## config.mk

```make
export PLATFORM = sky130hd
export DESIGN_NAME = s_expression_tokenizer_core
export DESIGN_NICKNAME = d
export VERILOG_FILES = /design/src/rtl/core/sexp_pkg.sv /design/src/rtl/core/sexp_lexer.sv /design/src/rtl/core/s_expression_tokenizer_core.sv
export SDC_FILE = /design/constraint.sdc
export NUM_CORES = 1
export LEC_CHECK = 0
export BUFFER_PORTS_ARGS = -buffer_cell sky130_fd_sc_hd__buf_2
export CORE_MARGIN = 5
export CORE_UTILIZATION = 30
export CTS_CLUSTER_DIAMETER = 100
export DETAILED_ROUTE_END_ITERATION = 7
export GPL_TIMING_DRIVEN = 0
export PLACE_DENSITY = 0.51
export SETUP_SLACK_MARGIN = 0.15
export SLEW_MARGIN = 10
export SYNTH_ARGS = -nofsm -noshare
export SYNTH_HDL_FRONTEND = slang
export SYNTH_SLANG_ARGS = --single-unit
```

## constraint.sdc

```tcl
create_clock -name clk -period 4 [get_ports clk]
set_input_delay 0.4 -clock clk [delete_from_list [all_inputs] [get_ports clk]]
set_output_delay 0.4 -clock clk [all_outputs]
set_load 0.03 [all_outputs]
```

## src/rtl/core/sexp_pkg.sv

```systemverilog
// Shared types, character codes and token classes for the s-expression tokenizer.
// No dependencies; imported by sexp_lexer and s_expression_tokenizer_core.
package sexp_pkg;

  // Token length saturates at the smaller of this limit and 255
  localparam int         MAX_TOKEN_LEN = 255;
  localparam logic [7:0] LEN_CAP       = 8'((MAX_TOKEN_LEN < 255) ? MAX_TOKEN_LEN : 255);

  // Most results one source byte can cause
  localparam int RES_MAX = 3;

  // Result queue depth, a power of two, and the widths that follow from it
  localparam int QDEPTH = 4;
  localparam int QPTR_W = $clog2(QDEPTH);
  localparam int QCNT_W = $clog2(QDEPTH + 1);

  // Character codes
  localparam logic [7:0] CH_NUL     = 8'h00;
  localparam logic [7:0] CH_TAB     = 8'h09;
  localparam logic [7:0] CH_NEWLINE = 8'h0A;
  localparam logic [7:0] CH_CR      = 8'h0D;
  localparam logic [7:0] CH_SPACE   = 8'h20;
  localparam logic [7:0] CH_QUOTE   = 8'h22;
  localparam logic [7:0] CH_APOS    = 8'h27;
  localparam logic [7:0] CH_LPAREN  = 8'h28;
  localparam logic [7:0] CH_RPAREN  = 8'h29;
  localparam logic [7:0] CH_COMMA   = 8'h2C;
  localparam logic [7:0] CH_MINUS   = 8'h2D;
  localparam logic [7:0] CH_ZERO    = 8'h30;
  localparam logic [7:0] CH_NINE    = 8'h39;
  localparam logic [7:0] CH_SEMI    = 8'h3B;
  localparam logic [7:0] CH_AT      = 8'h40;
  localparam logic [7:0] CH_LBRACK  = 8'h5B;
  localparam logic [7:0] CH_BSLASH  = 8'h5C;
  localparam logic [7:0] CH_RBRACK  = 8'h5D;
  localparam logic [7:0] CH_CARET   = 8'h5E;
  localparam logic [7:0] CH_BTICK   = 8'h60;
  localparam logic [7:0] CH_N       = 8'h6E;
  localparam logic [7:0] CH_LBRACE  = 8'h7B;
  localparam logic [7:0] CH_RBRACE  = 8'h7D;
  localparam logic [7:0] CH_TILDE   = 8'h7E;

  // Token classes
  localparam logic [3:0] CLS_LPAREN = 4'd0;
  localparam logic [3:0] CLS_RPAREN = 4'd1;
  localparam logic [3:0] CLS_LBRACK = 4'd2;
  localparam logic [3:0] CLS_RBRACK = 4'd3;
  localparam logic [3:0] CLS_LBRACE = 4'd4;
  localparam logic [3:0] CLS_RBRACE = 4'd5;
  localparam logic [3:0] CLS_QUOTE  = 4'd6;
  localparam logic [3:0] CLS_QUASI  = 4'd7;
  localparam logic [3:0] CLS_META   = 4'd8;
  localparam logic [3:0] CLS_TILDE  = 4'd9;
  localparam logic [3:0] CLS_SPLICE = 4'd10;
  localparam logic [3:0] CLS_STRING = 4'd11;
  localparam logic [3:0] CLS_INT    = 4'd12;
  localparam logic [3:0] CLS_SYMBOL = 4'd13;

  // Lexer modes
  typedef enum logic [2:0] {
    M_IDLE,
    M_COMMENT,
    M_TILDE,
    M_STRING,
    M_ESCAPE,
    M_INTEGER,
    M_SYMBOL
  } lex_mode_t;

  // One result item
  typedef struct packed {
    logic        is_text;
    logic [7:0]  text_char;
    logic        token_done;
    logic [3:0]  token_class;
    logic [7:0]  token_length;
    logic [31:0] int_value;
    logic        bad_integer;
    logic        bad_escape;
    logic        unterminated;
    logic        last;
  } result_t;

  // Results of one source byte, in order, n of them valid
  typedef struct packed {
    logic [1:0]                n;
    result_t [RES_MAX-1:0]     res;
  } step_t;

  function automatic logic is_space(input logic [7:0] c);
    return c inside {CH_SPACE, CH_NEWLINE, CH_COMMA, CH_TAB, CH_CR};
  endfunction

  function automatic logic is_special(input logic [7:0] c);
    return c inside {CH_LPAREN, CH_RPAREN, CH_LBRACK, CH_RBRACK, CH_LBRACE,
                     CH_RBRACE, CH_APOS, CH_BTICK, CH_CARET, CH_TILDE};
  endfunction

  function automatic logic is_digit(input logic [7:0] c);
    return c inside {[CH_ZERO:CH_NINE]};
  endfunction

  function automatic logic [3:0] special_class(input logic [7:0] c);
    logic [3:0] cls;
    case (c)
      CH_LPAREN: cls = CLS_LPAREN;
      CH_RPAREN: cls = CLS_RPAREN;
      CH_LBRACK: cls = CLS_LBRACK;
      CH_RBRACK: cls = CLS_RBRACK;
      CH_LBRACE: cls = CLS_LBRACE;
      CH_RBRACE: cls = CLS_RBRACE;
      CH_APOS:   cls = CLS_QUOTE;
      CH_BTICK:  cls = CLS_QUASI;
      CH_CARET:  cls = CLS_META;
      default:   cls = CLS_TILDE;
    endcase
    return cls;
  endfunction

  function automatic result_t mk_text(input logic [7:0] ch);
    result_t r;
    r           = '0;
    r.is_text   = 1'b1;
    r.text_char = ch;
    return r;
  endfunction

  function automatic result_t mk_sum(input logic [3:0] cls, input logic [7:0] len,
                                     input logic [31:0] val, input logic bi,
                                     input logic be, input logic un);
    result_t r;
    r              = '0;
    r.token_done   = 1'b1;
    r.token_class  = cls;
    r.token_length = len;
    r.int_value    = val;
    r.bad_integer  = bi;
    r.bad_escape   = be;
    r.unterminated = un;
    return r;
  endfunction

endpackage

```

## src/rtl/core/sexp_lexer.sv

```systemverilog
// Lexer state and the single-step logic that turns one source byte into up to
// three ordered results. Depends on sexp_pkg.
module sexp_lexer import sexp_pkg::*; (
  input  logic       clk,
  input  logic       rst,
  input  logic       take,
  input  logic [7:0] source_char,
  input  logic       end_of_text,
  output step_t      step
);

  lex_mode_t   mode, mode_next;
  logic [7:0]  token_count, token_count_next;
  logic [31:0] accumulator, accumulator_next;
  logic        minus_seen, minus_seen_next;
  logic        digit_fault, digit_fault_next;
  logic        escape_fault, escape_fault_next;

  logic        flush;
  logic        term;
  logic [7:0]  count_bump;
  logic [31:0] acc_step;
  result_t     atom_sum;

  // Effect of starting a new token at this byte
  lex_mode_t   beg_mode;
  logic [7:0]  beg_count;
  logic [31:0] beg_acc;
  logic        beg_minus;
  logic [1:0]  beg_n;
  result_t     beg_r0, beg_r1;

  result_t [RES_MAX-1:0] res;
  logic [1:0]            n;

  assign flush      = end_of_text || (source_char == CH_NUL);
  assign term       = is_space(source_char) || is_special(source_char);
  assign count_bump = (token_count < LEN_CAP) ? token_count + 8'd1 : token_count;
  assign acc_step   = {accumulator[28:0], 3'b000} + {accumulator[30:0], 1'b0}
                    + {28'd0, source_char[3:0]};

  // Close an integer or symbol
  always_comb begin
    if (mode == M_INTEGER) begin
      atom_sum = mk_sum(CLS_INT, token_count,
                        minus_seen ? (32'd0 - accumulator) : accumulator,
                        digit_fault, 1'b0, 1'b0);
    end else begin
      atom_sum = mk_sum(CLS_SYMBOL, token_count, 32'd0, 1'b0, 1'b0, 1'b0);
    end
  end

  // Decode the start of a token
  always_comb begin
    beg_mode  = M_IDLE;
    beg_count = 8'd0;
    beg_acc   = 32'd0;
    beg_minus = 1'b0;
    beg_n     = 2'd0;
    beg_r0    = mk_text(source_char);
    beg_r1    = mk_sum(special_class(source_char), 8'd1, 32'd0, 1'b0, 1'b0, 1'b0);
    if (is_space(source_char)) begin
      beg_n = 2'd0;
    end else if (source_char == CH_SEMI) begin
      beg_mode = M_COMMENT;
    end else if (source_char == CH_TILDE) begin
      beg_mode  = M_TILDE;
      beg_count = 8'd1;
      beg_n     = 2'd1;
    end else if (is_special(source_char)) begin
      beg_n = 2'd2;
    end else if (source_char == CH_QUOTE) begin
      beg_mode  = M_STRING;
      beg_count = 8'd1;
    end else if (source_char == CH_MINUS) begin
      beg_mode  = M_INTEGER;
      beg_count = 8'd1;
      beg_minus = 1'b1;
      beg_n     = 2'd1;
    end else if (is_digit(source_char)) begin
      beg_mode  = M_INTEGER;
      beg_count = 8'd1;
      beg_acc   = {28'd0, source_char[3:0]};
      beg_n     = 2'd1;
    end else begin
      beg_mode  = M_SYMBOL;
      beg_count = 8'd1;
      beg_n     = 2'd1;
    end
  end

  // Next state
  always_comb begin
    mode_next         = mode;
    token_count_next  = token_count;
    accumulator_next  = accumulator;
    minus_seen_next   = minus_seen;
    digit_fault_next  = digit_fault;
    escape_fault_next = escape_fault;
    if (flush) begin
      mode_next         = M_IDLE;
      token_count_next  = 8'd0;
      accumulator_next  = 32'd0;
      minus_seen_next   = 1'b0;
      digit_fault_next  = 1'b0;
      escape_fault_next = 1'b0;
    end else begin
      case (mode)
        M_COMMENT: begin
          if (source_char == CH_NEWLINE) mode_next = M_IDLE;
        end
        M_TILDE: begin
          mode_next         = beg_mode;
          token_count_next  = beg_count;
          accumulator_next  = beg_acc;
          minus_seen_next   = beg_minus;
          digit_fault_next  = 1'b0;
          escape_fault_next = 1'b0;
          if (source_char == CH_AT) begin
            mode_next        = M_IDLE;
            token_count_next = 8'd0;
            accumulator_next = 32'd0;
            minus_seen_next  = 1'b0;
          end
        end
        M_STRING: begin
          token_count_next = count_bump;
          if (source_char == CH_QUOTE) begin
            mode_next         = M_IDLE;
            token_count_next  = 8'd0;
            escape_fault_next = 1'b0;
          end else if (source_char == CH_BSLASH) begin
            mode_next = M_ESCAPE;
          end
        end
        M_ESCAPE: begin
          token_count_next = count_bump;
          mode_next        = M_STRING;
          if (!(source_char inside {CH_QUOTE, CH_BSLASH, CH_N})) escape_fault_next = 1'b1;
        end
        M_INTEGER, M_SYMBOL: begin
          if (term) begin
            mode_next         = beg_mode;
            token_count_next  = beg_count;
            accumulator_next  = beg_acc;
            minus_seen_next   = beg_minus;
            digit_fault_next  = 1'b0;
            escape_fault_next = 1'b0;
          end else begin
            token_count_next = count_bump;
            if (mode == M_INTEGER && !digit_fault) begin
              if (is_digit(source_char)) accumulator_next = acc_step;
              else                       digit_fault_next = 1'b1;
            end
          end
        end
        default: begin
          mode_next         = beg_mode;
          token_count_next  = beg_count;
          accumulator_next  = beg_acc;
          minus_seen_next   = beg_minus;
          digit_fault_next  = 1'b0;
          escape_fault_next = 1'b0;
        end
      endcase
    end
  end

  // Results of this byte
  always_comb begin
    res = '0;
    n   = 2'd0;
    if (flush) begin
      case (mode)
        M_TILDE: begin
          res[0] = mk_sum(CLS_TILDE, 8'd1, 32'd0, 1'b0, 1'b0, 1'b0);
          n      = 2'd1;
        end
        M_STRING, M_ESCAPE: begin
          res[0] = mk_sum(CLS_STRING, token_count, 32'd0, 1'b0, escape_fault, 1'b1);
          n      = 2'd1;
        end
        M_INTEGER, M_SYMBOL: begin
          res[0] = atom_sum;
          n      = 2'd1;
        end
        default: n = 2'd0;
      endcase
    end else begin
      case (mode)
        M_COMMENT: n = 2'd0;
        M_TILDE: begin
          if (source_char == CH_AT) begin
            res[0] = mk_text(source_char);
            res[1] = mk_sum(CLS_SPLICE, 8'd2, 32'd0, 1'b0, 1'b0, 1'b0);
            n      = 2'd2;
          end else begin
            res[0] = mk_sum(CLS_TILDE, 8'd1, 32'd0, 1'b0, 1'b0, 1'b0);
            res[1] = beg_r0;
            res[2] = beg_r1;
            n      = 2'd1 + beg_n;
          end
        end
        M_STRING: begin
          if (source_char == CH_QUOTE) begin
            res[0] = mk_sum(CLS_STRING, count_bump, 32'd0, 1'b0, escape_fault, 1'b0);
            n      = 2'd1;
          end else if (source_char != CH_BSLASH) begin
            res[0] = mk_text(source_char);
            n      = 2'd1;
          end
        end
        M_ESCAPE: begin
          if (source_char == CH_QUOTE || source_char == CH_BSLASH) begin
            res[0] = mk_text(source_char);
            n      = 2'd1;
          end else if (source_char == CH_N) begin
            res[0] = mk_text(CH_NEWLINE);
            n      = 2'd1;
          end
        end
        M_INTEGER, M_SYMBOL: begin
          if (term) begin
            res[0] = atom_sum;
            res[1] = beg_r0;
            res[2] = beg_r1;
            n      = 2'd1 + beg_n;
          end else begin
            res[0] = mk_text(source_char);
            n      = 2'd1;
          end
        end
        default: begin
          res[0] = beg_r0;
          res[1] = beg_r1;
          n      = beg_n;
        end
      endcase
    end
    // Mark the final result of the byte
    for (int i = 0; i < RES_MAX; i++) begin
      res[i].last = (n != 2'd0) && (2'(i) == n - 2'd1);
    end
  end

  assign step.n   = n;
  assign step.res = res;

  // Advance the lexer on each transfer
  always_ff @(posedge clk) begin
    if (rst) begin
      mode         <= M_IDLE;
      token_count  <= 8'd0;
      accumulator  <= 32'd0;
      minus_seen   <= 1'b0;
      digit_fault  <= 1'b0;
      escape_fault <= 1'b0;
    end else if (take) begin
      mode         <= mode_next;
      token_count  <= token_count_next;
      accumulator  <= accumulator_next;
      minus_seen   <= minus_seen_next;
      digit_fault  <= digit_fault_next;
      escape_fault <= escape_fault_next;
    end
  end

endmodule

```

## src/rtl/core/s_expression_tokenizer_core.sv

```systemverilog
// Each source byte goes through the lexer step, which writes its zero to three results
// into a four-entry result queue that drains one result per cycle while res_stall is
// low. The source side stalls while two or more results are queued, so bytes that give
// at most one result flow at one per cycle while the result side does not stall; a byte
// giving two or three results holds the source until fewer than two results are queued.
// Top level of the s-expression tokenizer. Depends on sexp_pkg and sexp_lexer.
module s_expression_tokenizer_core import sexp_pkg::*; (
  input  logic               clk,
  input  logic               rst,
  input  logic               src_valid,
  output logic               src_stall,
  input  logic [7:0]         source_char,
  input  logic               end_of_text,
  output logic               res_valid,
  input  logic               res_stall,
  output logic               is_text,
  output logic [7:0]         text_char,
  output logic               token_done,
  output logic [3:0]         token_class,
  output logic [7:0]         token_length,
  output logic signed [31:0] int_value,
  output logic               bad_integer,
  output logic               bad_escape,
  output logic               unterminated,
  output logic               last
);

  step_t             step;
  logic              take;
  logic              pop;
  result_t           queue [QDEPTH];
  logic [QPTR_W-1:0] wr_ptr, rd_ptr;
  logic [QCNT_W-1:0] count, count_next;
  result_t           head;

  assign src_stall = (count > QCNT_W'(QDEPTH - RES_MAX));
  assign take      = src_valid && !src_stall;
  assign res_valid = (count != '0);
  assign pop       = res_valid && !res_stall;

  sexp_lexer u_lexer (
    .clk         (clk),
    .rst         (rst),
    .take        (take),
    .source_char (source_char),
    .end_of_text (end_of_text),
    .step        (step)
  );

  // Queue occupancy
  assign count_next = count - QCNT_W'(pop) + (take ? QCNT_W'(step.n) : QCNT_W'(0));

  always_ff @(posedge clk) begin
    if (rst) begin
      count  <= '0;
      wr_ptr <= '0;
      rd_ptr <= '0;
    end else begin
      count <= count_next;
      if (take) wr_ptr <= wr_ptr + QPTR_W'(step.n);
      if (pop)  rd_ptr <= rd_ptr + QPTR_W'(1);
    end
  end

  // Write the results of a transfer in order
  always_ff @(posedge clk) begin
    if (take) begin
      for (int i = 0; i < RES_MAX; i++) begin
        if (2'(i) < step.n) queue[wr_ptr + QPTR_W'(i)] <= step.res[i];
      end
    end
  end

  // Drive the result port from the queue head
  assign head         = queue[rd_ptr];
  assign is_text      = head.is_text;
  assign text_char    = head.text_char;
  assign token_done   = head.token_done;
  assign token_class  = head.token_class;
  assign token_length = head.token_length;
  assign int_value    = $signed(head.int_value);
  assign bad_integer  = head.bad_integer;
  assign bad_escape   = head.bad_escape;
  assign unterminated = head.unterminated;
  assign last         = head.last;

  a_count_bound: assert property (@(posedge clk) disable iff (rst)
    count <= QCNT_W'(QDEPTH))
    else $error("result queue overfilled");

  a_rest_queued: assert property (@(posedge clk) disable iff (rst)
    (res_valid && !last) |=> res_valid)
    else $error("results of a byte split from its later results");

  a_kind_onehot: assert property (@(posedge clk) disable iff (rst)
    res_valid |-> (is_text ^ token_done))
    else $error("result is neither text nor summary, or both");

endmodule

```

==> flow_metrics.py, run 1 <==
metrics = {
    "sta": {
        "timing_hold_violations_final": 0,
        "rsz0062_at_grt": "yes",
        "relSlewSlack": 0.1649,
        "max_freq_ghz": 0.2685,
        "fin_skew_ns": 0.01248,
        "setup_viol": 0,
        "min_period_over_period": 0.9311,
        "drv_slew": 0,
        "tightestPinTransition_ns": 1.235,
        "final.min_clock_period_ns": 3.724,
        "setup_tns_ns": 0,
    },
    "cells_and_area": {
        "final_area_sq_mm": 0.01835,
        "final_cell_mix": "349 x nand2_1, 257 x dfxtp_1, 212 x a21oi_1",
        "layout_commonest_cell": "nand2_1",
        "layout.nets": 2041,
        "layout-drive-gt1-share": 0.1450,
        "diodes": 0,
        "stdcell_count": 2674,
        "area_delta_synth_final_pct": 15.40,
        "n_fill_cell": 5486,
    },
    "floorplanning": {
        "die_w_um": 240.2,
        "row_count": 84,
        "initial_core_util": 0.3026,
        "die_y_um": 240.2,
        "ios": 73,
        "die_area_sq_mm": 0.05772,
        "core_area_sq_mm": 0.05255,
    },
    "worst_setup_path": {
        "worst_setup_path_end_kind": "register",
        "r2r-end": "u_lexer.accumulator[31]",
        "setup.worst_path.start_class": "register",
        "r2r_cells": 12,
        "arrival_ns": 4.22,
        "crit_end": "u_lexer.accumulator[31]",
        "crit_fanout": 9,
        "cp.required_ns": 4.49,
        "worstReg2RegStart": "u_lexer.accumulator[2]",
        "critPathLaunch": "u_lexer.accumulator[2]",
        "critPathKind": "reg2reg",
        "r2r_slack_ns": 0.28,
    },
    "synth": {
        "async_flop_share": 0,
        "yosysWarnings": 0,
        "netlist_instances": 1857,
        "avgSynthCellArea_sq_um": 8.564,
        "synthDistinctLibCells": 81,
        "synth.top_cell.area_share": 0.3260,
        "ys_ff_latch": 287,
        "synth_fp_nets": 1937,
        "synthFlopType": "dfxtp_1",
        "synth_area_leaders": "dfxtp_1 33%, nand2_1 8.3%, mux4_2 8.2%, a21oi_1 6.7%, edfxtp_1 5.3%",
        "yosysTopAreaCell": "dfxtp_1",
        "synth-edff-count": 28,
        "seq_area_frac_synth": 0.3789,
        "synthesis.area_sq_mm": 0.01590,
    },
    "placement": {
        "dpl_cell_area_sq_mm": 0.01712,
        "dp_cells": 2615,
        "io_buffers": 70,
        "hpwl_mm": 40.74,
        "place_congestion": 0.8918,
    },
    "drt": {
        "postRouteWirelength_mm": 55.03,
        "wire_per_inst_um": 20.58,
        "drc_errors": 0,
        "drtIter0Drc": 1102,
        "drt_first_pass_iters": 6,
        "vias": 14682,
        "via_per_inst": 5.491,
        "route.antenna.remaining_nets": 0,
    },
    "flow_run": {
        "max_cap_violations": 0,
    },
    "global_route": {
        "grt_max_degree": 17,
        "grt-ovfl-total": 0,
        "grt_pass1_wl_mm": 84.59,
        "antenna_found_initial": 0,
        "grt_use_total": 0.1850,
        "grt_pass1_vias": 14209,
    },
    "clock_network": {
        "cts_tree": "done",
        "clk_pin_slew_ns": 0.06,
        "htreeDepth": 1,
        "cts_num_sinks": 287,
        "clockBufferDepth": 3,
        "worstSkewPairLatency_ns": 0.60,
        "cts_made_buffers": 31,
        "cts_root_buffer": "clkbuf_16",
    },
    "power": {
        "swShare": 0.3340,
        "switchingPower_w": 0.002788,
        "p_leak_nw": 6.972,
        "power.density_mw_per_mm2": 454.7,
        "power_w": 0.008346,
        "seq_power_share": 0.382,
        "combPwrFrac": 0.252,
        "p_int_w": 0.005558,
        "clkPwrFrac": 0.366,
        "vdd_ir_drop_max_v": 0.0002668,
    },
    "hold_path": {
        "whs_path_depth": 2,
        "hold_path.class": "in2reg",
    },
    "run_status": {
        "status": "completed",
    },
}
==> final cells by class <==
| cell class | instances | area, sq um | area share |
|---|---|---|---|
| Sequential cell | 287 | 6028 | 0.3284 |
| Multi-Input combinational cell | 1421 | 9382 | 0.5111 |
| Timing Repair Buffer | 71 | 357.8 | 0.01950 |
| Clock inverter | 21 | 235.2 | 0.01282 |
| Buffer | 120 | 543.0 | 0.02959 |
| Inverter | 29 | 108.9 | 0.005931 |
| Clock buffer | 37 | 838.3 | 0.04567 |
| Tap cell | 688 | 860.8 | 0.04690 |
==> cell families (layout without fill, tap and decap cells) <==
logic type | after synthesis | count (layout) | share of synthesized area
and+or+nand+nor | 733 | 733 | 0.2034
AOI/OAI and AO/OA | 504 | 504 | 0.2096
DFF | 287 | 287 | 0.3789
buffers and inverters | 149 | 278 | 0.03910
adders and majority gates | 68 | 68 | 0.05476
muxes | 60 | 60 | 0.08347
xor gates and xnor gates | 56 | 56 | 0.03084
==> routing by layer <==
layer | wire length, um | track usage | up-vias
met2 | 25340 | 0.2992 | 478
met1 | 24450 | 0.2587 | 7158
met3 | 3646 | 0.02730 | 94
li1 | - | - | 6952
met5 | 0 | 0 | -
met4 | 1591 | 0.05261 | 0
==> power groups by stage <==
stage                     Sequential, W  Combinational, W  Clock [W]
after floorplan                 0.00322           0.00147          0
after global placement          0.00325           0.00207          0
after detailed placement        0.00325           0.00209          0
after CTS                       0.00319           0.00210    0.00310
after global routing            0.00321           0.00226    0.00323
final                           0.00319           0.00210    0.00305
==> critical path: stages, from the launching register on <==
cell and delay, ns:
dfxtp_2 0.43, fa_1 0.48, ha_1 0.33, a211oi_1 0.33, o21a_1 0.24, or4_1 0.17, nand3_1 0.14, a41oi_2 0.33
and4b_1 0.29, o41ai_4 0.36, o21ai_0 0.18, xnor2_1 0.16, a22o_1 0.19
==> per-stage QoR <==
stage / setup WS [ns] / util / hold WS (ns)
2_1_floorplan: 0.4091 / - / 0.4288
3_3_place_gp: -0.6896 / 0.3257 / 0.4391
3_5_place_dp: -0.6688 / 0.3257 / 0.4417
4_1_cts: 0.1639 / 0.3472 / 0.2349
5_1_grt: 0.04898 / 0.3493 / 0.2551
6_report: 0.2755 / 0.3493 / 0.2473
==> synth_stat cells (all sizes together), types with 10 or more instances <==
cell type and n:
a21oi 218, o31ai 13, a211oi 14, nand2b 12
xnor2 26, inv 28, a221oi 17, nand3 36
dfxtp 259, ha 64, nor2 200, and2 15
buf 55, a21o 14, o211ai 10, nand2 350
edfxtp 28, clkbuf 65, nor4 11, and3 15
nor2b 11, a22o 48, xor2 30, a22oi 41
o21ai 55, o221ai 14, mux4 58, nor3 37
==> worst min-delay path by stage <==
stage	start	end	slack, ns
2_1_floorplan	queue[3][37]	queue[3][37]	0.43
3_3_place_gp	queue[2][27]	queue[2][27]	0.44
3_5_place_dp	u_lexer.escape_fault	u_lexer.escape_fault	0.44
4_1_cts	rst	count[0]	0.23
5_1_grt	res_stall	register	0.26
6_report	rst	count[0]	0.25
==> registers in the layout, indices dropped and copies added (netlist names), named ones only <==
signal,flops
queue,232
u_lexer.accumulator,32
u_lexer.token_count,8
count,3
u_lexer.mode,3
rd_ptr,2
wr_ptr,2
u_lexer.digit_fault,1
u_lexer.escape_fault,1
u_lexer.minus_seen,1
==> what timing repair did <==
| action | in CTS | in global routing |
|---|---|---|
| endpoints found under the setup margin | 40 | 66 |
| hold buffers | 0 | 0 |
| pin swaps | 1 | 2 |
| resized for setup | 13 | 27 |
| buffers inserted | 0 | 1 |
(Power assumes the default switching activity.)
==> run 2: changes to the inputs <==
- clock period: 4 -> 4.75 ns (I/O delays scaled with it)
==> run 2 against run 1 <==
Clock skew grew 0.0028 ns. Sequential share of layout area grew 0.28 points. First-iteration DRC count grew 0.54%. Combinational power shrank 17%. Via count shrank 0.28%. Flip-flop and latch count is the same. Power shrank 16%. Wire length shrank 0.29%. Count of clock-buffer cells in the layout is the same. Die area is the same. Non-clock buffer count shrank 1. Setup slack gained 0.26 ns.
==> flow_metrics.py, run 2 (synthesis results as in run 1) <==
metrics = {
    "sta": {
        "whs_ns": 0.3198,
        "timing_hold_violations_final": 0,
        "setup_viol": 0,
        "min_period_over_period": 0.8874,
        "fin_skew_ns": 0.01527,
        "setup_tns_ns": 0,
        "max_freq_ghz": 0.2373,
        "tightestPinTransition_ns": 1.178,
        "final.min_clock_period_ns": 4.215,
        "rsz0062_at_grt": "no",
        "relSlewSlack": 0.2039,
        "drv_slew": 0,
    },
    "clock_network": {
        "cts_resized": 0,
        "worstSkewPairLatency_ns": 0.60,
        "cts_root_buffer": "clkbuf_16",
        "cts_num_sinks": 287,
        "clockBufferDepth": 3,
        "cts_setup_buffers": 0,
        "holdBufCountCts": 0,
        "cts_made_buffers": 31,
        "clk_pin_slew_ns": 0.06,
        "cts_tree": "done",
        "htreeDepth": 1,
    },
    "floorplanning": {
        "die_area_sq_mm": 0.05772,
        "initial_core_util": 0.3026,
        "die_y_um": 240.2,
        "ios": 73,
        "row_count": 84,
        "die_w_um": 240.2,
        "core_area_sq_mm": 0.05255,
    },
    "cells_and_area": {
        "layout_commonest_cell": "nand2_1",
        "largest_register_ffs": 232,
        "layout.nets": 2040,
        "final_area_sq_mm": 0.01819,
        "diodes": 0,
        "final_cell_mix": "350 x nand2_1, 259 x dfxtp_1, 213 x a21oi_1",
        "reg_top3": "queue (232), u_lexer.accumulator (32), u_lexer.token_count (8)",
        "n_fill_cell": 5495,
        "regMostFlops": "queue",
        "seqCellArea_sq_mm": 0.006026,
        "area_delta_synth_final_pct": 14.37,
        "layout-drive-gt1-share": 0.1315,
        "multi_input_area_sq_mm": 0.009256,
    },
    "worst_setup_path": {
        "cp.required_ns": 4.96,
        "critPathKind": "in2reg",
        "setup.worst_path.start_class": "input port",
        "crit_fanout": 10,
        "critPathBufInv": 5,
        "worst_setup_path_end_kind": "register",
        "crit_family": "compound AO/OA/AOI/OAI gates",
        "slowest_stage": "o21ai_1",
        "max_stage_delay_ns": 0.67,
        "r2r_slack_ns": 0.57,
        "crit_chain": "buf_2, buf_2, clkbuf_1, a211oi_1, o21a_1, nor3_4, a21oi_4, a21o_1, buf_4, o21ai_1, clkbuf_1, nand3_1",
        "arrival_ns": 4.43,
    },
    "power": {
        "combPwrFrac": 0.249,
        "seq_power_share": 0.384,
        "p_int_w": 0.004664,
        "swShare": 0.3339,
        "vdd_ir_drop_max_v": 0.0002247,
        "clkPwrFrac": 0.367,
        "power.density_mw_per_mm2": 385.0,
        "switchingPower_w": 0.002339,
        "p_leak_nw": 6.924,
    },
    "global_route": {
        "grt_pass1_wl_mm": 84.48,
        "grt_pass1_vias": 14193,
        "grt_use_total": 0.1848,
        "grt_max_degree": 17,
        "grt-ovfl-total": 0,
        "antenna_found_initial": 0,
    },
    "drt": {
        "drc_errors": 0,
        "drtIter0Drc": 1108,
        "postRouteWirelength_mm": 54.87,
        "route.antenna.remaining_nets": 0,
        "vias": 14641,
        "via_per_inst": 5.477,
        "drt_first_pass_iters": 8,
        "wire_per_inst_um": 20.53,
    },
    "flow_run": {
        "max_cap_violations": 0,
    },
    "placement": {
        "hpwl_mm": 40.74,
        "dpl_cell_area_sq_mm": 0.01712,
        "io_buffers": 70,
        "place_congestion": 0.8918,
    },
    "run_status": {
        "status": "completed",
    },
    "hold_path": {
        "hold_path.class": "in2reg",
    },
}
[run 2: cell count changes in the layout (fill, tap and decap cells not counted), sizes merged]
cell           before  now
clkdlybuf4s15       3    0
buf               123  125
[run 2: cell type report]
class / instances / area share
Multi-Input combinational cell: 1421 / 0.5089
Clock inverter: 21 / 0.01293
Sequential cell: 287 / 0.3313
Timing Repair Buffer: 70 / 0.01926
Buffer: 120 / 0.02820
Clock buffer: 37 / 0.04609
Tap cell: 688 / 0.04733
Inverter: 29 / 0.005985
[run 2: worst paths after layout]
kind                     startpoint                       to  cells after the start
max                  source_char[2]             queue[1][45]                     12
min                             rst                 count[0]                      2
max reg2reg  u_lexer.accumulator[2]  u_lexer.accumulator[31]                     12
min reg2reg    u_lexer.escape_fault     u_lexer.escape_fault                      2
[run 2: worst register-to-register path, stage by stage (launching register included)]
cell and delay, ns:
dfxtp_1 0.52, fa_1 0.52, ha_1 0.33, a211oi_1 0.33, o21a_1 0.23, or4_1 0.17
nand3_1 0.13, a41oi_1 0.47, and4b_1 0.28, o41ai_1 0.53, o21ai_0 0.22, xnor2_1 0.17
a22o_1 0.19
[run 2: layer usage]
metal,vias to the layer above,wire length [um],track usage
met5,-,0,0
met1,7107,24430,0.2584
met3,91,3590,0.02730
li1,6942,-,-
met2,501,25300,0.2987
met4,0,1549,0.05244
[run 2: power groups by stage]
stage	sequential, W	clock, W	combinational, W
floorplan	0.00271	0	0.00124
global placement	0.00273	0	0.00174
detailed placement	0.00274	0	0.00176
CTS	0.00269	0.00261	0.00176
global route	0.00270	0.00272	0.00188
finish	0.00269	0.00257	0.00174
[run 2: per-stage QoR]
| step | utilization | std cells | power (W) | setup slack (ns) |
|---|---|---|---|---|
| after floorplan | - | 1857 | 0.003954 | 1.084 |
| after global placement | 0.3257 | 2615 | 0.004476 | -0.01459 |
| after detailed placement | 0.3257 | 2615 | 0.004496 | 0.006240 |
| after CTS | 0.3461 | 2673 | 0.007062 | 0.5133 |
| after global routing | 0.3461 | 2673 | 0.007304 | 0.2429 |
| final | 0.3461 | 2673 | 0.007003 | 0.5351 |
